<file path="src/design/assert_macros.svh">
// ----------------------------------------------------------------------------
// Assertion macros
// Shared concurrent assertion wrappers. They compile to nothing for synthesis.
// ----------------------------------------------------------------------------
`ifndef ASSERT_MACROS_SVH
`define ASSERT_MACROS_SVH
`ifndef SYNTHESIS
`define CHBD_ASSERT(lbl, clk, rst_n, prop) \
	lbl: assert property (@(posedge clk) disable iff (!rst_n) prop) \
		else $error("assertion failed");
`define CHBD_NEVER(lbl, clk, rst_n, cond) \
	lbl: assert property (@(posedge clk) disable iff (!rst_n) !(cond)) \
		else $error("forbidden condition seen");
`else
`define CHBD_ASSERT(lbl, clk, rst_n, prop)
`define CHBD_NEVER(lbl, clk, rst_n, cond)
`endif
`endif

</file>
<file path="src/design/chbd_pkg.sv">
// ----------------------------------------------------------------------------
// Canonical Huffman bit decoder package
// Field widths, action codes and the queue entry passed from front to back.
// ----------------------------------------------------------------------------
package chbd_pkg;

	localparam int unsigned VALUE_W = 31;
	localparam int unsigned FIRST_W = 17;
	localparam int unsigned SYM_W   = 16;
	localparam int unsigned LEN_W   = 5;
	localparam int unsigned INDEX_W = 16;

	typedef enum logic [1:0] {
		ACT_DECODE     = 2'd0,
		ACT_LOAD_MIN   = 2'd1,
		ACT_LOAD_FIRST = 2'd2,
		ACT_LOAD_SYM   = 2'd3
	} action_t;

	typedef struct packed {
		logic               is_write;
		logic [LEN_W-1:0]   len;
		logic [VALUE_W-1:0] value;
		logic [VALUE_W-1:0] minc;
		logic [FIRST_W-1:0] first;
		logic [INDEX_W-1:0] addr;
		logic [SYM_W-1:0]   data;
	} q_entry_t;

endpackage

</file>
<file path="src/design/chbd_queue.sv">
// ----------------------------------------------------------------------------
// Decoupling queue
// Two-entry queue that carries completed codes and symbol writes to the back.
// ----------------------------------------------------------------------------
`include "assert_macros.svh"

module chbd_queue (
	input  logic               clk,
	input  logic               arst_n,
	input  logic               push,
	input  chbd_pkg::q_entry_t push_entry,
	input  logic               pop,
	output chbd_pkg::q_entry_t head,
	output logic               empty,
	output logic               full
);

	chbd_pkg::q_entry_t ent_q [2];
	logic               wr_ptr_q;
	logic               rd_ptr_q;
	logic [1:0]         count_q;

	assign head  = ent_q[rd_ptr_q];
	assign empty = (count_q == 2'd0);
	assign full  = (count_q == 2'd2);

	always_ff @(posedge clk) begin
		if (push) begin
			ent_q[wr_ptr_q] <= push_entry;
		end
	end

	always_ff @(posedge clk or negedge arst_n) begin
		if (!arst_n) begin
			wr_ptr_q <= 1'b0;
			rd_ptr_q <= 1'b0;
			count_q  <= 2'd0;
		end else begin
			if (push) begin
				wr_ptr_q <= ~wr_ptr_q;
			end
			if (pop) begin
				rd_ptr_q <= ~rd_ptr_q;
			end
			if (push && !pop) begin
				count_q <= count_q + 2'd1;
			end else if (pop && !push) begin
				count_q <= count_q - 2'd1;
			end
		end
	end

	`CHBD_NEVER(a_no_push_full, clk, arst_n, push && full)
	`CHBD_NEVER(a_no_pop_empty, clk, arst_n, pop && empty)

endmodule

</file>
<file path="config.mk">
export PLATFORM = sky130hd
export DESIGN_NAME = chbd_queue
export DESIGN_NICKNAME = d
export VERILOG_FILES = /design/src/design/chbd_pkg.sv /design/src/design/chbd_queue.sv
export VERILOG_INCLUDE_DIRS = /design/src /design/src/design
export SDC_FILE = /design/constraint.sdc
export NUM_CORES = 1
export LEC_CHECK = 0
export BUFFER_PORTS_ARGS = -buffer_cell sky130_fd_sc_hd__buf_2
export CAP_MARGIN = 20
export CORE_MARGIN = 2
export CORE_UTILIZATION = 47
export DETAILED_ROUTE_END_ITERATION = 8
export HOLD_SLACK_MARGIN = 0.15
export MAX_ROUTING_LAYER = met4
export PLACE_DENSITY = 0.82
export SLEW_MARGIN = 20
export SYNTH_ARGS = -nofsm -noshare
export SYNTH_HDL_FRONTEND = slang
export SYNTH_SLANG_ARGS = --single-unit
</file>
<file path="constraint.sdc">
create_clock -name clk -period 6.08 [get_ports clk]
set_clock_uncertainty 0.15 [all_clocks]
set_input_delay 0.304 -clock clk [delete_from_list [all_inputs] [get_ports clk]]
set_output_delay 0.304 -clock clk [all_outputs]
set_load 0.02 [all_outputs]
</file>
Yosys cells after proc, flatten, opt, wreduce, memory -nomap -nowiden
Memories as Yosys holds them, arrays and structs flattened.
Cells that the tools add are included.
Widths: inputs -> output; s select.
{ "word_totals": {"register_bits": 4, "ram_bits": 234, "output_inout_bits": 119, "wordCells": 19, "memories": 1} }
{ "mem_list": {"columns": ["name", "depth", "word_bits", "rd", "rd_ports_with_merged_regs", "write_ports", "line", "text"], "rows": [
  ["ent_q", 2, 117, 1, 0, 1, "chbd_queue.sv:18", "chbd_pkg::q_entry_t ent_q [2];"]
]} }
{ "op_classes": {"n_addsub": 2, "eq_ne": 1, "muxes": 4, "n_bitwise": 2, "n_reduce_logical": 6} }
{ "op_table": {"columns": ["operator", "n"], "rows": [
  ["$mux 2", 2],
  ["$add 2x1->2 const B", 1],
  ["$eq 2x2->1 const B", 1],
  ["$logic_and 1x1->1", 2],
  ["$logic_not 1->1", 2],
  ["$logic_not 2->1", 1],
  ["$mux 1", 2],
  ["$not 1->1", 2],
  ["$reduce_bool 2->1", 1],
  ["$sub 2x1->2 const B", 1]
]} }

Longest topological paths before layout
{ "depth": {"depth_word": 4, "ltp_mapped": 5} }

Worst setup path before layout
Ideal clock, no wire load.
{ "synth_path": {"path_type": "register -> register", "start": "register wr_ptr_q", "end": "memory ent_q[0][0] (netlist bit) (enable)", "setup_ns": 0.608, "t_arrival_ns": 5.575, "slack_ns": -0.253, "path_stages_with_launch": 2, "path_buffers": 0, "path_cell_list": "dfrtp_1 nor2b_1"} }
{ "synth_lines": {"columns": ["item", "line", "text"], "rows": [
  ["from (decl)", "chbd_queue.sv:19", "logic wr_ptr_q;"],
  ["from (signal assigned)", "chbd_queue.sv:40", "wr_ptr_q <= ~wr_ptr_q;"],
  ["to (decl)", "chbd_queue.sv:18", null]
]} }
No word-level cell before the write port.

==> run_results.csv <==
group,metric,value,unit
floorplan,die_y,140,um
setup_path,crit_path_start_kind,"register",
floorplan,die_area,19600,sq um
global_routing,use_met2,35.1,%
clock_tree,cts_max_level,1,
global_routing,grt_pass1_wl,28300,um
drt,wl_per_cell,18.5,um
logic_synthesis,avgSynthCellArea,22.9,sq um
setup_path,r2r-end,"ent_q[1][72]$_DFFE_PP_",
sta,setup_viol_count_final,0,
sta,fin_crit_sh,55.8,%
logic_synthesis,seq_area_frac_synth,82.0,%
setup_path,r2r_slack,3580,ps
clock_tree,cts_buffer_depth,3,
placement,pre_cts_slack,3200,ps
floorplan,die_x,140,um
logic_synthesis,synthTopCellsByArea,"edfxtp_1, mux2_2, mux2_4",
drt,drc,14,
sta,fin_hold_ws,370,ps
setup_path,cp.required,5630,ps
floorplan,io_pins,240,
status,violations,"design-rule violations",
clock_tree,clock_latency,500,ps
drt,drt-vias-per-instance,4.97,
logic_synthesis,synth_area,8700,sq um
pwr,power,5540,uW
hold_path,hold_class,"input pin to register",
placement,postPlaceCellArea,10100,sq um
sta,min_period,3390,ps
logic_synthesis,synth_top_area_share,80.8,%
setup_path,critPathTopFamily,"flip-flops",
global_routing,use_met1,19.8,%
placement,dpl.hpwl,10400,um
logic_synthesis,ys_types,13,
pwr,power_frac_seq,42.4,%
global_routing,grt_use_met3,4.07,%
global_routing,antenna_found_initial,0,
sta,maxSlewHeadroom,38.6,%
setup_path,crit_chain,"buf_4, mux2_2, buf_2",
setup_path,critPathSlowestCell,"dfrtp_4",
final_layout,fin_nets,880,
drt,first_pass_iters,9,
final_layout,drive_gt1_share,51.4,%
global_routing,grt-busiest-layer,"met2",
logic_synthesis,yosysWarnings,0,
logic_synthesis,synthCells,380,
final_layout,n_antenna_cell,0,
floorplan,start_util,48.1,%
logic_synthesis,syn-num-nets,502,
final_layout,layout_commonest_cell,"buf_2",
placement,port-buffer-count,239,
pwr,pwr-share-comb,30.2,%
clock_tree,cts_buffers,25,
clock_tree,path_clk_slew,60,ps
setup_path,crit_type,"register to primary output",
setup_path,end_kind,"primary output",
hold_path,worstHoldStart,"push_entry[59]",
clock_tree,cts_sinks,238,
setup_path,worstPathArrival,2940,ps
logic_synthesis,ys_ff_latch,238,
clock_tree,root_buffer,"clkbuf_16",
logic_synthesis,yosysTopAreaCell,"edfxtp_1",
clock_tree,cts_tree,"done",
global_routing,first_global_vias,5616,
drt,antenna_left,0,
setup_path,r2r_cells,2,
hold_path,holdPathEnd,"ent_q[1][59]$_DFFE_PP_",
sta,max_freq,295,MHz
drt,vias,5000,
setup_path,crit_buf_inv,2,
floorplan,num_rows,49,
pwr,irDropWorstVdd,0.000408,V
pwr,switching_share,30.9,%
sta,rsz0062_at_grt,"false",
sta,maxSlewViolCount,0,
status,outcome,"finished, violations left",
placement,place_congestion,0.743,
sta,tightestPinTransition,921,ps
pwr,intPower,3830,uW
global_routing,grt_usage,18.9,%
sta,setup_ws,2690,ps
setup_path,max_stage_delay,1030,ps
pwr,p_leak,0.00471,uW
final_layout,postLayoutCellArea,12200,sq um
setup_path,cp_max_fo,68,
final_layout,most-common-layout-cells,"buf_2, edfxtp_1, dlygate4sd3_1, mux2_2, clkbuf_16",
sta,finalSetupTns,0,ps
drt,wirelength,18600,um
hold_path,hold_depth,2,
sta,hold_violations,0,
global_routing,grt_max_degree,69,
pwr,clkPwrFrac,27.3,%
setup_path,reg2reg_from,"wr_ptr_q$_DFFE_PN0P_",
pwr,powerDensity,455,nW/um^2
final_layout,area_growth_syn_to_layout,40.0,%
global_routing,overflow,0,
drt,first_iter_violations,236,
floorplan,core,18100,sq um
pwr,switching_power,1710,uW
flow_run,maxCapViolations,0,
==> per-stage QoR <==
stage / instances / util, %
after floorplan: 380 / -
after global placement: 839 / 56.0
after detailed placement: 839 / 56.0
after CTS: 1006 / 67.3
after global routing: 1006 / 67.3
final: 1006 / 67.3
==> sequential cells by signal, indices dropped and copies added, names as in the netlist <==
signal,flops
ent_q,234
count_q,2
rd_ptr_q,1
wr_ptr_q,1
==> cell families after synthesis <==
| family | count (synthesis) | synth area share (%) |
|---|---|---|
| xor gates and xnor gates | 5 | 0.504 |
| adders and majority gates | 1 | 0.144 |
| DFF | 238 | 82.0 |
| and+or+nand+nor | 5 | 0.302 |
| buffers and inverters | 14 | 1.08 |
| muxes | 117 | 16.0 |
==> cell usage after synthesis <==
cell,count
and2_1,1
buf_2,9
buf_6,4
dfrtp_1,4
edfxtp_1,234
ha_1,1
inv_1,1
mux2_2,97
mux2_4,20
nor2_1,2
nor2b_1,2
xnor2_1,1
xor2_1,4
==> what timing repair did <==
action                                 in CTS  in global routing
setup buffers                               0                  0
hold buffers                              121                  0
setup endpoints to repair                   0                  0
endpoints found under the hold margin     241                  0
resized for setup                           0                  0
==> metal layers <==
layer / vias up / part of all wire, %
li1: 2275 / -
met1: 2452 / 35
met2: 218 / 55
met3: 55 / 6.7
met4: 0 / 3.2
met5: - / 0
==> power by group through the flow <==
| stage | Combinational, uW | Sequential, uW | Clock [uW] |
|---|---|---|---|
| 2_1_floorplan | 1220 | 2290 | 0 |
| 3_3_place_gp | 1570 | 2360 | 0 |
| 3_5_place_dp | 1600 | 2390 | 0 |
| 4_1_cts | 1670 | 2360 | 1540 |
| 5_1_grt | 1770 | 2390 | 1610 |
| 6_report | 1680 | 2350 | 1520 |
==> cell type report <==
cell class,count,area (sq um)
Inverter,1,3.75
Multi-Input combinational cell,128,1490
Timing Repair Buffer,364,2440
Fill cell,1125,5910
Sequential cell,238,7130
Clock inverter,8,118
Clock buffer,38,714
Tap cell,229,287
==> how the worst max path moves through the flow <==
stage / from / to / slack, ps / cells past startpoint
floorplan: wr_ptr_q$_DFFE_PN0P_ / ent_q[0][0]$_DFFE_PP_ / 2040 / 1
global placement: rd_ptr_q$_DFFE_PN0P_ / head[17] / 3260 / 3
detailed placement: rd_ptr_q$_DFFE_PN0P_ / head[11] / 3200 / 3
CTS: rd_ptr_q$_DFFE_PN0P_ / head[11] / 2660 / 3
global route: rd_ptr_q$_DFFE_PN0P_ / head[15] / 2540 / 3
finish: rd_ptr_q$_DFFE_PN0P_ / head[74] / 2690 / 3
(Power assumes the default switching activity.)
