## config.mk

```make
export PLATFORM = sky130hd
export DESIGN_NAME = chbd_front
export DESIGN_NICKNAME = d
export VERILOG_FILES = /design/src/design/chbd_pkg.sv /design/src/design/chbd_front.sv
export VERILOG_INCLUDE_DIRS = /design/src /design/src/design
export SDC_FILE = /design/constraint.sdc
export NUM_CORES = 2
export LEC_CHECK = 0
export BUFFER_PORTS_ARGS = -buffer_cell sky130_fd_sc_hd__buf_2
export CAP_MARGIN = 20
export CORE_ASPECT_RATIO = 0.6
export CORE_MARGIN = 2
export CORE_UTILIZATION = 63
export DETAILED_ROUTE_END_ITERATION = 8
export GPL_ROUTABILITY_DRIVEN = 0
export HOLD_SLACK_MARGIN = 0.06
export PLACE_DENSITY = 0.8
export SETUP_SLACK_MARGIN = 0.1
export SLEW_MARGIN = 40
export SYNTH_ARGS = -nofsm -noshare
export SYNTH_HDL_FRONTEND = slang
export SYNTH_SLANG_ARGS = --single-unit
```

## constraint.sdc

```tcl
create_clock -name clk -period 6.36 [get_ports clk]
set_clock_uncertainty 0.15 [all_clocks]
set_input_delay 0 -clock clk [delete_from_list [all_inputs] [get_ports clk]]
set_output_delay 0 -clock clk [all_outputs]
set_load 0.02 [all_outputs]
```

## src/design/assert_macros.svh

```systemverilog
// ----------------------------------------------------------------------------
// Assertion macros
// Shared concurrent assertion wrappers. They compile to nothing for synthesis.
// ----------------------------------------------------------------------------
`ifndef ASSERT_MACROS_SVH
`define ASSERT_MACROS_SVH
`ifndef SYNTHESIS
`define CHBD_ASSERT(lbl, clk, rst_n, prop) \
	lbl: assert property (@(posedge clk) disable iff (!rst_n) prop) \
		else $error("assertion failed");
`define CHBD_NEVER(lbl, clk, rst_n, cond) \
	lbl: assert property (@(posedge clk) disable iff (!rst_n) !(cond)) \
		else $error("forbidden condition seen");
`else
`define CHBD_ASSERT(lbl, clk, rst_n, prop)
`define CHBD_NEVER(lbl, clk, rst_n, cond)
`endif
`endif

```

## src/design/chbd_pkg.sv

```systemverilog
// ----------------------------------------------------------------------------
// Canonical Huffman bit decoder package
// Field widths, action codes and the queue entry passed from front to back.
// ----------------------------------------------------------------------------
package chbd_pkg;

	localparam int unsigned VALUE_W = 31;
	localparam int unsigned FIRST_W = 17;
	localparam int unsigned SYM_W   = 16;
	localparam int unsigned LEN_W   = 5;
	localparam int unsigned INDEX_W = 16;

	typedef enum logic [1:0] {
		ACT_DECODE     = 2'd0,
		ACT_LOAD_MIN   = 2'd1,
		ACT_LOAD_FIRST = 2'd2,
		ACT_LOAD_SYM   = 2'd3
	} action_t;

	typedef struct packed {
		logic               is_write;
		logic [LEN_W-1:0]   len;
		logic [VALUE_W-1:0] value;
		logic [VALUE_W-1:0] minc;
		logic [FIRST_W-1:0] first;
		logic [INDEX_W-1:0] addr;
		logic [SYM_W-1:0]   data;
	} q_entry_t;

endpackage

```

## src/design/chbd_front.sv

```systemverilog
// ----------------------------------------------------------------------------
// Decoder front
// Accepts beats, keeps the length tables and the partial code, and queues
// every completed code and every in-range symbol write for the back.
// ----------------------------------------------------------------------------
`include "assert_macros.svh"

module chbd_front #(
	parameter int unsigned MAX_CODE_LEN = 32,
	parameter int unsigned SYMBOL_COUNT = 65536
) (
	input  logic                             clk,
	input  logic                             arst_n,
	input  logic                             item_valid,
	output logic                             item_ready,
	input  logic [1:0]                       action,
	input  logic                             bit_in,
	input  logic [chbd_pkg::INDEX_W-1:0]     table_index,
	input  logic [chbd_pkg::VALUE_W-1:0]     table_value,
	input  logic                             q_full,
	output logic                             q_push,
	output chbd_pkg::q_entry_t               q_entry
);

	localparam int unsigned LW = (MAX_CODE_LEN > 1) ? $clog2(MAX_CODE_LEN) : 1;
	localparam int unsigned CAP = (MAX_CODE_LEN - 1 > 31) ? 31 : MAX_CODE_LEN - 1;
	localparam logic [chbd_pkg::LEN_W-1:0] LEN_CAP = chbd_pkg::LEN_W'(CAP);

	logic [chbd_pkg::VALUE_W-1:0] min_tbl_q   [MAX_CODE_LEN];
	logic [chbd_pkg::FIRST_W-1:0] first_tbl_q [MAX_CODE_LEN];
	logic [chbd_pkg::VALUE_W-1:0] pv_q;
	logic [chbd_pkg::LEN_W-1:0]   pl_q;

	chbd_pkg::action_t            act;
	logic                         accept;
	logic [chbd_pkg::LEN_W-1:0]   len_next;
	logic [chbd_pkg::VALUE_W-1:0] val_next;
	logic [chbd_pkg::VALUE_W-1:0] minc;
	logic [chbd_pkg::FIRST_W-1:0] first;
	logic                         complete;
	logic                         len_ok;
	logic                         slot_ok;

	assign act        = chbd_pkg::action_t'(action);
	assign item_ready = !q_full;
	assign accept     = item_valid && item_ready;

	assign len_next = pl_q + chbd_pkg::LEN_W'(1);
	assign val_next = {pv_q[chbd_pkg::VALUE_W-2:0], bit_in};
	assign minc     = min_tbl_q[len_next[LW-1:0]];
	assign first    = first_tbl_q[len_next[LW-1:0]];
	assign complete = (val_next >= minc) || (len_next >= LEN_CAP);

	assign len_ok  = ({1'b0, table_index} < 17'(MAX_CODE_LEN));
	assign slot_ok = ({9'b0, table_index} < 25'(SYMBOL_COUNT));

	always_comb begin
		q_push  = 1'b0;
		q_entry = '0;
		case (act)
			chbd_pkg::ACT_DECODE: begin
				q_push         = accept && complete;
				q_entry.len    = len_next;
				q_entry.value  = val_next;
				q_entry.minc   = minc;
				q_entry.first  = first;
			end
			chbd_pkg::ACT_LOAD_SYM: begin
				q_push           = accept && slot_ok;
				q_entry.is_write = 1'b1;
				q_entry.addr     = table_index;
				q_entry.data     = table_value[chbd_pkg::SYM_W-1:0];
			end
			default: begin
				q_push = 1'b0;
			end
		endcase
	end

	always_ff @(posedge clk or negedge arst_n) begin
		if (!arst_n) begin
			for (int i = 0; i < int'(MAX_CODE_LEN); i++) begin
				min_tbl_q[i]   <= '0;
				first_tbl_q[i] <= '0;
			end
			pv_q <= '0;
			pl_q <= '0;
		end else if (accept) begin
			case (act)
				chbd_pkg::ACT_DECODE: begin
					if (complete) begin
						pv_q <= '0;
						pl_q <= '0;
					end else begin
						pv_q <= val_next;
						pl_q <= len_next;
					end
				end
				chbd_pkg::ACT_LOAD_MIN: begin
					if (len_ok) begin
						min_tbl_q[table_index[LW-1:0]] <= table_value;
					end
				end
				chbd_pkg::ACT_LOAD_FIRST: begin
					if (len_ok) begin
						first_tbl_q[table_index[LW-1:0]] <=
							table_value[chbd_pkg::FIRST_W-1:0];
					end
				end
				default: begin
					pv_q <= pv_q;
				end
			endcase
		end
	end

	`CHBD_ASSERT(a_len_below_cap, clk, arst_n, pl_q < LEN_CAP)
	`CHBD_ASSERT(a_complete_resets, clk, arst_n,
		accept && act == chbd_pkg::ACT_DECODE && complete |=> pl_q == '0)

endmodule

```

# Word level (Yosys, flattened, before mapping)
# Index checks and enable logic that the tools add are counted.
op_classes:
  magnitude_cmp: 6
  eq_ne: 3
  add_sub_neg: 1
  n_bitwise: 2
  n_mux: 18
  n_reduce_logical: 9
ops:
  columns: ["op", "count"]
  rows:
  - ["992-bit bitwise mux", 1]
  - ["544-bit bitwise mux", 1]
  - ["31-bit binary-select mux with 5-bit select", 1]
  - ["31-bit demux with 5-bit select", 1]
  - ["31-bit 2-to-1 mux", 3]
  - ["17-bit binary-select mux with 5-bit select", 1]
  - ["17-bit demux with 5-bit select", 1]
  - ["84-bit 2-to-1 mux", 1]
  - ["17-bit 2-to-1 mux", 3]
  - ["32-bit 2-to-1 mux", 1]
  - ["31-bit greater-or-equal comparator", 1]
  - ["30-bit 2-to-1 mux", 1]
  - ["16-bit by 6-bit < comparator with 1-bit output (second input constant)", 1]
  - ["6-bit greater-or-equal comparator (second input constant)", 2]
  - ["5-bit NOT with 6-bit output", 2]
  - ["6-bit by 1-bit < comparator with 1-bit output (second input constant)", 1]
  - ["3-bit AND reduction", 2]
  - ["5-bit by 1-bit adder with 5-bit output (second input constant)", 1]
  - ["5-bit greater-or-equal comparator (second input constant)", 1]
  - ["5-bit 2-to-1 mux", 1]
  - ["2-bit == test (second input constant)", 2]
  - ["1-bit logical AND", 3]
  - ["2-bit by 1-bit == test with 1-bit output (second input constant)", 1]
  - ["2-bit zero test", 1]
  - ["other kinds (5)", 5]
word_totals:
  reg_bits: 1571
  in_bits: 54

# Depth between registers and ports, before layout
depth:
  ltp_word: 9
  mapped_depth: 22

# Worst setup path after synthesis
# No wires, ideal clock.
synth_path:
  kind: "register -> register"
  from: "reg pl_q[0] (netlist bit)"
  to: "reg pl_q[0] (netlist bit)"
  required_ns: 6.127
  n_path_buf: 8
  path_stages_with_launch: 21
  period_less_slack_ns: 4.920
  arrival_time_ns: 4.687
  setup_slack_ns: 1.440
  setup_ns: 0.083
  cell_sequence: "dfrtp_1 > buf_2 > buf_4 > inv_1 > buf_2 > buf_2 > ha_1 > buf_2 > buf_1 > clkbuf_1 > mux4_2 > mux4_2 > mux2i_1 > ha_1 > and4_1 > and4_1 > a21oi_1 > o211ai_1 > a21o_1 > clkbuf_1 > o21ai_0"
synth_via:
  elab_chain_len: 8
synth_lines:
  columns: ["element", "line", "source"]
  rows:
  - ["from (decl)", "chbd_front.sv:32", "logic [chbd_pkg::LEN_W-1:0] pl_q;"]
  - ["from (signal assigned)", "chbd_front.sv:96", "pl_q <= len_next;"]
  - ["5-bit by 1-bit adder with 5-bit output *", "chbd_front.sv:48", "assign len_next = pl_q + chbd_pkg::LEN_W'(1);"]
  - ["5-bit NOT with 6-bit output (not written as such)", "chbd_front.sv:50", "assign minc = min_tbl_q[len_next[LW-1:0]];"]
  - ["31-bit binary-select mux with 5-bit select", "chbd_front.sv:50", null]
  - ["31-bit 2-to-1 mux (not written as such) (2 in a row)", "chbd_front.sv:50", null]
  - ["31-bit greater-or-equal comparator", "chbd_front.sv:52", "assign complete = (val_next >= minc) || (len_next >= LEN_CAP);"]
  - ["1-bit logical OR", "chbd_front.sv:52", null]
  - ["5-bit 2-to-1 mux *", "chbd_front.sv:91", "if (complete) begin"]
# Mark *: on every way between the ends. The rest lies on a longest branch, timed or not. The select of a mux whose other input is x is not followed.
# A chain may end at the register's enable or synchronous reset.

# Worst setup path after layout
layout_path:
  from: "reg pl_q[0] (netlist bit)"
  to: "out q_push"
layout_via:
  elab_chain_len: 9
layout_lines:
  columns: ["element", "line", "source"]
  rows:
  - ["5-bit by 1-bit adder with 5-bit output *", "chbd_front.sv:48", null]
  - ["5-bit NOT with 6-bit output (not written as such)", "chbd_front.sv:50", null]
  - ["31-bit binary-select mux with 5-bit select", "chbd_front.sv:50", null]
  - ["31-bit 2-to-1 mux (not written as such) (2 in a row)", "chbd_front.sv:50", null]
  - ["31-bit greater-or-equal comparator", "chbd_front.sv:52", null]
  - ["1-bit logical OR *", "chbd_front.sv:52", null]
  - ["1-bit logical AND *", "chbd_front.sv:62", "q_push = accept && complete;"]
  - ["1-bit case mux with 2 select lines *", "chbd_front.sv:60", "case (act)"]
  - ["to (decl)", "chbd_front.sv:21", "output logic q_push,"]
# Marked as above.

==> results.tsv <==
stage	metric	value	unit
run_status	outcome	complete, no violations	
yosys	synth_top_family_by_area	multiplexers	
routing	dr.pass1.iters	6	
clock_tree	root_buffer	clkbuf_16	
floorplan	rows	96	
worst_setup_path	cp_common_cell	mux4_2	
yosys	ys_ff_latch	1571	
pwr	power_frac_clock	0.456	
flow_run	maxCapViolCount	0	
routing	viasPerCell	6.72	
worst_setup_path	r2r-start	pl_q[0]$_DFFE_PN0P_	
worst_setup_path	reg2reg_depth	14	
clock_tree	cts.sinks	1571	
clock_tree	htreeDepth	4	
yosys	synth_edf_count	0	
cells_and_area	final_cell_mix	dfrtp_1 (1570), mux2_2 (1540), mux4_2 (455), nand2_1 (168), buf_2 (159)	
floorplan	die_w	442	µm
yosys	avgSynthCellArea	15.7	µm²
yosys	syn_inst	4611	
floorplan	die-area	118000	µm²
worst_setup_path	required	6.21	ns
grt	groute.usage.overall	0.330	
floorplan	io_pins	173	
timing	max_slew_margin	0.396	
grt	grt_overflow	0	
cells_and_area	antenna_cells	0	
clock_tree	tritoncts	built	
worst_setup_path	cp_max_fo	53	
yosys	synthDistinctLibCells	52	
cells_and_area	area_growth	11.4	%
placement	dp_hpwl	112	mm
cells_and_area	final_common_cell	dfrtp_1	
timing	final_hold_viol_count	0	
pwr	p_comb_frac	0.030	
cells_and_area	nFillCells	7151	
pwr	p_leak	0.0394	µW
worst_setup_path	critPathCaptureType	output port	
worst_setup_path	reg2reg_slack	0.61	ns
timing	fin_crit_sh	0.957	
clock_tree	clk_pin_slew	0.07	ns
grt	grt_pass1_vias	43900	
worst_setup_path	worstPathCellList	ha_2 > xor2_4 > buf_12 > mux4_2 > mux4_2 > mux2i_2 > ha_1 > a21oi_1 > o21ai_0 > a221oi_2 > o211ai_1 > a21o_4 > a22o_1 > buf_2	
hold_path	hold_path_class	in2reg	
routing	wl	190	mm
worst_setup_path	crit_type	reg2out	
pwr	swShare	0.221	
yosys	synth_xor_area_frac	0.000828	
timing	tightest_slew	0.906	ns
timing	slew_viol_final	0	
routing	drtAntennaViolNets	0	
worst_setup_path	arrival	5.93	ns
routing	avgRoutedWirePerCell	30.1	µm
yosys	synthMuxAreaShare	0.386	
floorplan	core	114000	µm²
timing	grt_setup_unrepaired	no	
floorplan	start_util	0.635	
routing	drc_errors	0	
timing	setup_violations	0	
hold_path	min_path_cells	5	
yosys	synth_adder_area_share	0.00638	
worst_setup_path	critPathMaxStageDelay	0.56	ns
pwr	p_int	15100	µW
timing	clock.fmax	164	MHz
yosys	synthFlopType	dfrtp_1	
cells_and_area	nets	4766	
floorplan	die_h	267	µm
yosys	synth-compound-area-share	0.0104	
timing	fin_crit	6.08	ns
cells_and_area	final_util	0.707	
grt	grt_max_degree	163	
placement	port_buffers	172	
pwr	power_density	240	nW/µm²
worst_setup_path	cp-start-kind	flop	
worst_setup_path	reg2reg_to	pv_q[0]$_DFFE_PN0P_	
pwr	power_switching	4290	µW
yosys	async_flop_share	1.00	
routing	vias	42400	
pwr	pwr-share-seq	0.515	
timing	tns	0	ns
clock_tree	cts_buffer_depth	3	
routing	drtIter0Drc	4187	
yosys	synth.net_count	4702	
cells_and_area	fin_cells	6305	
pwr	vdd_drop_max	0.242	mV
clock_tree	insertion_delay	0.78	ns
yosys	ys_warn_count	0	
cells_and_area	drive_gt1_frac	0.551	
grt	grt_pass1_wl	289	mm
hold_path	min_to	first_tbl_q[159]$_DFFE_PN0P_	
yosys	syn-cell-area	72500	µm²
worst_setup_path	critPathSlowestCell	mux4_2	
yosys	seq_area_frac_synth	0.542	
pwr	power	19400	µW
clock_tree	cts_buffers	143	
placement	place_inst	6003	
yosys	yosys.area_share.simple	0.0271	
hold_path	hold_start	table_index[1]	
grt	antenna_found_initial	3	
[layout make-up]
class | instances | area [µm²] | area share
flip-flops and latches | 1571 | 39300 | 0.487
multi-input cells | 2591 | 31600 | 0.391
clock buffers | 212 | 4380 | 0.0542
repair buffers | 362 | 3130 | 0.0387
well taps | 1519 | 1900 | 0.0235
clock inverters | 44 | 413 | 0.00511
inverters | 6 | 22.5 | 0.000279
[flip-flops by register name, indices dropped and copies added, names as in the netlist]
register / cells
first_tbl_q: 544
min_tbl_q: 992
pv_q: 30
pl_q: 5
[what timing repair did]
item | CTS | global route
hold endpoints to repair | 2228 | 0
endpoints found under the setup margin | 1 | 1
hold buffers | 44 | 0
cloned | 0 | 1
gates resized for setup | 2 | 9
setup buffers | 0 | 0
pin swaps | 0 | 1
[per-layer routing]
metal	up-vias	GRT usage	share of wire
met3	352	0.0717	0.083
li1	17200	-	-
met4	0	0.112	0.032
met1	23200	0.498	0.44
met2	1728	0.481	0.45
met5	-	0	0
[stage by stage]
stage / hold slack [ns] / worst slack, ns / area [µm²]
after global placement: -0.0236 / 0.708 / 74800
final: 0.123 / 0.275 / 80800
after global routing: 0.112 / 0.165 / 80800
after floorplan: -0.446 / 1.44 / 72500
after CTS: 0.0706 / 0.124 / 80700
after detailed placement: -0.0204 / 0.602 / 75400
[power by group through the flow]
stage          clock [µW]  sequential [µW]  combinational (µW)
2_1_floorplan           0            10200                 209
3_3_place_gp            0            10200                 533
3_5_place_dp            0            10200                 551
4_1_cts              8960             9990                 579
5_1_grt              9400             9980                 639
6_report             8850             9990                 573
[cell usage after synthesis (3+ instances only)]
master	number	area [µm²]
inv_1	6	22.5
nand4_1	3	18.8
buf_1	28	105
a21boi_0	17	128
dfrtp_1	1571	39300
and4_1	6	52.6
nand3b_1	5	37.5
clkbuf_1	275	1030
and2_1	69	432
nor2_2	16	100
mux4_2	455	10200
a32oi_1	8	70.1
nor3_1	13	65.1
a221oi_1	4	35.0
buf_4	17	128
o21ai_0	34	170
nand2_1	194	728
a22oi_1	6	45.0
o31ai_1	5	37.5
nor2b_1	36	225
nor2_1	30	113
mux2_2	1540	17300
ha_1	37	463
buf_6	9	101
o2111a_1	6	67.6
buf_2	112	561
nand3_1	16	80.1
xor2_1	3	26.3
mux2i_1	40	400
a21oi_1	18	90.1
[cells by family after synthesis]
logic type,after synthesis
AOI/OAI and AO/OA,110
and+or+nand+nor,403
DFF,1571
muxes,2035
buffers and inverters,449
adders and majority gates,37
xor gates and xnor gates,6
[worst max-delay path, delay by kind of cell, from the launching register on]
kind | cells | cell delay, ns
compound gates | 6 | 1.51
mux | 3 | 1.43
fa+ha+maj | 2 | 0.71
buf+inv | 2 | 0.57
flops | 1 | 0.50
xor+xnor | 1 | 0.35
[worst max-delay path by stage]
stage | startpoint | to | slack [ns] | depth (start not counted)
6_report | pl_q[0]$_DFFE_PN0P_ | q_push | 0.28 | 14
3_3_place_gp | pl_q[0]$_DFFE_PN0P_ | pv_q[9]$_DFFE_PN0P_ | 0.71 | 15
3_5_place_dp | pl_q[0]$_DFFE_PN0P_ | pv_q[11]$_DFFE_PN0P_ | 0.60 | 15
5_1_grt | pl_q[0]$_DFFE_PN0P_ | q_push | 0.17 | 13
4_1_cts | pl_q[0]$_DFFE_PN0P_ | q_push | 0.12 | 15
2_1_floorplan | pl_q[0]$_DFFE_PN0P_ | pl_q[0]$_DFFE_PN0P_ | 1.44 | 20
Power figures use the tool's default switching activity.
